### config.mk
export PLATFORM = sky130hd
export DESIGN_NAME = opte_ram
export DESIGN_NICKNAME = d
export VERILOG_FILES = /design/src/hw/rtl/opte_ram.sv
export SDC_FILE = /design/constraint.sdc
export NUM_CORES = 1
export LEC_CHECK = 0
export BUFFER_PORTS_ARGS = -buffer_cell sky130_fd_sc_hd__buf_2
export CAP_MARGIN = 20
export CORE_ASPECT_RATIO = 1.1
export CORE_MARGIN = 3
export CORE_UTILIZATION = 55
export CTS_CLUSTER_SIZE = 20
export DETAILED_ROUTE_END_ITERATION = 10
export GPL_ROUTABILITY_DRIVEN = 0
export PLACE_DENSITY = 0.75
export RECOVER_POWER = 50
export SYNTH_ARGS = -nofsm -noshare
export SYNTH_HDL_FRONTEND = slang
export SYNTH_SLANG_ARGS = --single-unit
### constraint.sdc
create_clock -name clk -period 3.8 [get_ports clk]
set_input_delay 0.76 -clock clk [delete_from_list [all_inputs] [get_ports clk]]
set_output_delay 0.76 -clock clk [all_outputs]
set_load 0.02 [all_outputs]
### src/hw/rtl/opte_ram.sv
// Generic single-port write, single read RAM with registered read data.
// No dependencies.
module opte_ram #(
    parameter int WIDTH = 32,
    parameter int DEPTH = 16
) (
    input  logic                     clk,
    input  logic                     we,
    input  logic [$clog2(DEPTH)-1:0] waddr,
    input  logic [WIDTH-1:0]         wdata,
    input  logic [$clog2(DEPTH)-1:0] raddr,
    output logic [WIDTH-1:0]         rdata
);
    logic [WIDTH-1:0] mem [DEPTH];

    always_ff @(posedge clk)
    begin
        if (we)
        begin
            mem[waddr] <= wdata;
        end
        rdata <= mem[raddr];
    end
endmodule

# ---- After elaboration in Yosys (flattened, before gate mapping)
# Memory sizes are Yosys's and may differ from the RTL's. A register that Yosys moved wholly into a read port is not among the register bits.
# Index checks and enable logic that the tools add are counted.
# Widths: inputs -> output; s select.
dict set report totals {
  reg_bits 0
  latch_bits 0
  ramBits 512
  rom_bits 0
  in_bits 42
  out_inout_bits 32
  word_cells 3
  mem_count 1
}
dict set report op_classes {
  addsub 0
  multipliers 0
  div_mod_pow 0
  order_cmp 0
  eq_ne 0
  shift 0
  muxes 2
  bitwise 0
  reduce_logical 0
}
# name depth word_bits rd rd_clocked_by_memory_dff wr line
set memory_table {}
lappend memory_table {mem 16 32 1 1 1 14} ;# logic [WIDTH-1:0] mem [DEPTH];
# op count
set ops {}
lappend ops {{$mux 1} 2}

# ---- Logic depth before layout (Yosys ltp)
# Gate-level depths: netlist of the first run.
dict set report logic_depth {
  ltp_word 2
  depth_mapped 5
  depth_no_buf 3
}

# ---- Worst setup path before layout of the first run
# No wires, ideal clock.
dict set report synth_timing {
  path_kind {input -> register}
  start {input waddr[2]}
  end {memory mem[0][0], enable pin}
  setup_ns 0.461
  t_arrival_ns 3.478
  required_ns 3.339
  path_slack_ns -0.140
  cell_stages 2
  path_buffers 0
  path_cell_list {or3b_2 nor3_1}
}
# item line
set synth_lines {}
lappend synth_lines {{from (decl)} 9} ;# input logic [$clog2(DEPTH)-1:0] waddr,
lappend synth_lines {{to (decl)} 14}
# Straight into the memory's write port.

# ---- Final worst setup path of the first run
dict set report layout_timing {
  start {input waddr[1]}
  end {memory mem[5][19], enable pin}
}
# Straight into the memory's write port.

==> summary.txt, run 1 <==
Final Hold Vio Count: 0
ys async rst share: 0
Worst setup SP type: input pin
H-tree levels: 2
DRC viols: 0
RSZ-0062 raised after global routing: no
Post-synth top cells: edfxtp_1, mux4_2, a22oi_1, nand2_1, dfxtp_1
Initial Util: 0.561
Worst Path Buf+Inv: 2
Synth area leaders: edfxtp_1, mux4_2, dfxtp_1
Mapped Cells: 838
Pwr Total: 12200 uW
crit-path max FO: 21
status: finished clean
Slew HR: 0.156
sequential share of the synthesized area: 0.807
worst-margin pin slew: 1.26 ns
leakage: 0.00723 uW
Ys Warns: 0
#FFs+latches synth: 544
Worst Hold Class: flip-flop to flip-flop
gr usage total: 0.208
sequential group share of total power: 0.553
clock tree root buffer cell: clkbuf_16
Via density: 6.11
post-synth top area share: 0.774
first-pass GRT wire length: 59.4 mm
area delta synth->final: 13.9%
GRT overflow: 0
Final Skew: 0.0117 ns
Routed WL: 39.1 mm
total CTS buffers: 50
layout cells sized above 1: 0.294
fin nets: 997
# resized after CTS: 0
DIE AREA: 38400 um2
Mean Syn Cell Area: 23.7 um2
CTS Buffer Depth: 3
Pint: 9720 uW
Cell variety after synth: 18
delay-heaviest family, CP: simple AND/OR/NAND/NOR gates
WP data required: 4.02 ns
First-pass DRT Iterations: 5
pwr/cell area: 540 nW/um2
EDFF count, synth: 512
pre-CTS WS: 1.01 ns
ys flop type: edfxtp_1
Final ANT Viol Nets: 0
num rows: 72
TritonCTS clock tree: done
Worst-path clk slew: 0.06 ns
final setup violation count: 0
clock share of power: 0.396
clk sinks: 544
Avg WL per Cell: 26.5 um
setup TNS: 0 ns
cell accounting for the most synthesized area: edfxtp_1
top-count cell post-synth: edfxtp_1
Buffers on Ports: 73
Die Ht: 205 um
max-cap violation count: 0
placed cell count: 1384
hpwl dp: 22.1 mm
final worst slack: 1.21 ns
n_diodes: 0
WP data arrival: 2.81 ns
fmax: 386 MHz
Gate power share: 0.051
Switching Fraction: 0.203
Synth Net Count: 880
cell breakdown of the critical path: clkbuf_1 -> nand2b_1 -> nor2_1 -> buf_4
crit end category: flip-flop
postcts setup bufs: 0
Post-CTS Hold Buffers: 0
routed via count: 9015
Syn Std Cell Area: 19900 um2
die width: 187 um
final non-filler cell total: 1476
flop2flop setup slack: 2.36 ns
largest net degree at the start of global routing: 54
maximum vdd drop: 0.412 mV
hold slack: 0.663 ns
Min Clock Period, post-route: 2.59 ns
vias in the first global route: 9425
Ports: 74
critical path's slowest cell: nor2_1
Core Area: 35400 um2
initial antenna violation count: 1
Initial DRC Count: 799
fin. max-slew vios: 0
worst skew pair latency: 0.56 ns
P_sw: 2480 uW
CP Class: input pin to flip-flop
fin crit share: 0.681
CP max stage delay: 1.00 ns
-- metrics by stage --
stage | util | instance area (um2)
floorplan | - | 19900
global placement | 0.596 | 21100
detailed placement | 0.596 | 21100
CTS | 0.641 | 22700
global route | 0.639 | 22600
finish | 0.639 | 22600
-- worst min-delay path: cells and delay by family (launching register included) --
family / cells / cell delay [ns]
flops: 1 / 0.31
mux: 1 / 0.22
compound gates: 1 / 0.06
simple gates: 1 / 0.05
-- power by group through the flow --
stage	registers [uW]	clock network, uW	logic (uW)
after global placement	6870	0	620
after CTS	6750	4920	636
after floorplan	6920	0	322
after detailed placement	6880	0	633
final	6750	4830	618
after global routing	6760	5140	667
-- flip-flops by register name, summed over array words and instances (netlist names) --
register	flops
mem	512
rdata	32
-- worst paths after layout --
path	from	end	cells after the start
setup reg to reg	mem[11][30]$_DFFE_PP_	rdata[30]$_DFF_P_	3
hold reg to reg	mem[14][20]$_DFFE_PP_	rdata[20]$_DFF_P_	3
hold / removal	mem[14][20]$_DFFE_PP_	rdata[20]$_DFF_P_	3
setup / recovery	waddr[1]	mem[5][19]$_DFFE_PP_	4
-- cells by family (layout without fill, tap and decap cells) --
kind of cell           Yosys count  count (layout)  share of synthesized area
and+or+nand+nor                 59              59                     0.0127
muxes                          128             128                      0.145
AOI/OAI and AO/OA               64              64                     0.0242
DFF                            544             544                      0.807
buffers and inverters           43             200                     0.0112
-- metal layers --
metal	routed length, um	global-route usage	part of all wire
met3	2330	0.0341	0.060
met5	12	0	0.00031
met4	1170	0.0705	0.030
met2	20000	0.354	0.51
met1	15600	0.280	0.40
-- placed cells by master (no fill, tap or decap) --
cell type / n
a22oi_1: 64
and2_2: 1
buf_12: 7
buf_2: 37
buf_4: 28
bufinv_16: 3
clkbuf_1: 43
clkbuf_16: 51
clkbuf_8: 7
clkinv_1: 8
clkinv_2: 13
clkinvlp_4: 2
dfxtp_1: 32
edfxtp_1: 512
inv_6: 1
mux4_2: 128
nand2_1: 33
nand2b_1: 2
nand3_1: 1
nand3b_1: 2
nor2_1: 4
nor2_4: 9
nor2b_4: 2
nor3_1: 1
nor3_2: 2
nor3_4: 1
or3b_2: 1
-- final cells by class --
type | count | area [um2]
Sequential cell | 544 | 16000
Fill cell | 2257 | 12800
Clock inverter | 27 | 209
Multi-Input combinational cell | 251 | 3720
Tap cell | 481 | 602
Clock buffer | 65 | 1390
Timing Repair Buffer | 108 | 681
No activity file was read; power rests on OpenSTA's default activity.
==> inputs of run 2 (changes only) <==
==> constraint.sdc (replaced) <==
create_clock -name clk -period 2.1 [get_ports clk]
set_input_delay 0.42 -clock clk [delete_from_list [all_inputs] [get_ports clk]]
set_output_delay 0.42 -clock clk [all_outputs]
set_load 0.02 [all_outputs]
==> summary.txt, run 2 (synthesis gave the netlist of run 1 again) <==
vias in the first global route: 9770
clk sinks: 544
First-pass DRT Iterations: 5
fin. max-slew vios: 0
Biggest register: mem
WP data required: 2.32 ns
reg2reg end: rdata[5]$_DFF_P_
fmax: 565 MHz
final worst slack: 0.331 ns
Pint: 17900 uW
Ports: 74
first-pass GRT wire length: 62.4 mm
Buffers on Ports: 73
WP data arrival: 1.99 ns
area post-placement: 21600 um2
hold depth: 1
n_diodes: 0
Gate power share: 0.053
M2 GR Usage: 0.357
Worst setup SP type: input pin
commonest cells after routing, fill and taps aside: edfxtp_1, mux4_2, a22oi_1
fin nets: 1017
# resized after CTS: 0
most common cell after layout, fill and taps aside: edfxtp_1
max-cap violation count: 0
routed via count: 9229
met1 Use GR: 0.316
worst-margin pin slew: 1.01 ns
most used routing layer: met2
crit end category: flip-flop
layout cells sized above 1: 0.310
Post-CTS Hold Buffers: 0
Min Clock Period, post-route: 1.77 ns
max reg flops: 512
clock share of power: 0.403
Routed WL: 41.4 mm
postcts setup bufs: 0
crit-path max FO: 7
Final Skew: 0.00777 ns
Global Route met3 Usage: 0.0421
leakage: 0.00744 uW
CTS Buffer Depth: 3
num rows: 72
R2R cell count: 3
total CTS buffers: 49
setup TNS: 0 ns
status: finished clean
CP Class: input pin to flip-flop
die width: 187 um
TritonCTS clock tree: done
Worst Hold Class: input pin to flip-flop
reg2reg start: mem[11][5]$_DFFE_PP_
largest net degree at the start of global routing: 59
flop2flop setup slack: 0.69 ns
Switching Fraction: 0.201
Avg WL per Cell: 27.6 um
Die Ht: 205 um
DRC viols: 0
Final ANT Viol Nets: 0
fin crit share: 0.842
DIE AREA: 38400 um2
pre-CTS WS: 0.145 ns
clock tree root buffer cell: clkbuf_16
RSZ-0062 raised after global routing: no
fillers: 2211
worst skew pair latency: 0.56 ns
Via density: 6.16
hold path startpoint: wdata[14]
gr usage total: 0.221
storage element area: 16000 um2
hpwl dp: 22.5 mm
Core Area: 35400 um2
Worst Hold End: mem[9][14]$_DFFE_PP_
Initial Util: 0.561
P_sw: 4500 uW
area delta synth->final: 16.3%
maximum vdd drop: 0.676 mV
Slew HR: 0.328
initial antenna violation count: 2
Final Hold Vio Count: 0
final setup violation count: 0
H-tree levels: 2
biggest regs: mem x512, rdata x32
sequential group share of total power: 0.545
Worst-path clk slew: 0.06 ns
GRT overflow: 0
pwr/cell area: 971 nW/um2
Initial DRC Count: 1067
Multi-input gate area: 3740 um2
final instance area: 23100 um2
## run 2: worst max-delay path: stages
cell,delay [ns]
clkbuf_1,0.43
nand2b_1,0.36
nor2_1,0.42
clkbuf_1,0.35
## run 2: metrics by stage
| step | hold WS (ns) | power, uW | std cells | util |
|---|---|---|---|---|
| after global routing | 0.380 | 23100 | 1497 | 0.652 |
| final | 0.334 | 22400 | 1497 | 0.652 |
| after floorplan | 0.519 | 13100 | 838 | - |
| after CTS | 0.205 | 22600 | 1497 | 0.656 |
| after global placement | 0.648 | 13600 | 1405 | 0.609 |
| after detailed placement | 0.663 | 13700 | 1405 | 0.609 |
## run 2: layout make-up
type	count	area share
tap	481	0.0261
sequential	544	0.693
clock inverter	32	0.0133
timing repair buffer	129	0.0471
multi-input combinational	251	0.162
clock buffer	60	0.0584
## run 2: how the worst max path moves through the flow
stage                                  from                    end  slack, ns
after global routing               waddr[0]   mem[13][8]$_DFFE_PP_       0.25
after detailed placement           raddr[0]      rdata[19]$_DFF_P_       0.15
after global placement             raddr[0]       rdata[7]$_DFF_P_       0.14
after floorplan                    waddr[2]   mem[10][0]$_DFFE_PP_      -0.35
final                              waddr[0]  mem[13][31]$_DFFE_PP_       0.33
after CTS                 rdata[25]$_DFF_P_              rdata[25]       0.52
## run 2: power by group through the flow
stage	Clock, uW	Sequential (uW)	Combinational [uW]
3_3_place_gp	0	12400	1180
2_1_floorplan	0	12500	586
5_1_grt	9600	12200	1270
4_1_cts	9210	12200	1220
3_5_place_dp	0	12400	1210
6_report	9030	12200	1180
## run 2: per-layer routing
metal	vias up	part of all wire	wire length (um)
met3	79	0.078	3240
met1	4903	0.40	16600
met4	4	0.025	1030
met5	-	0.00063	26
met2	396	0.49	20500
li1	3847	-	-
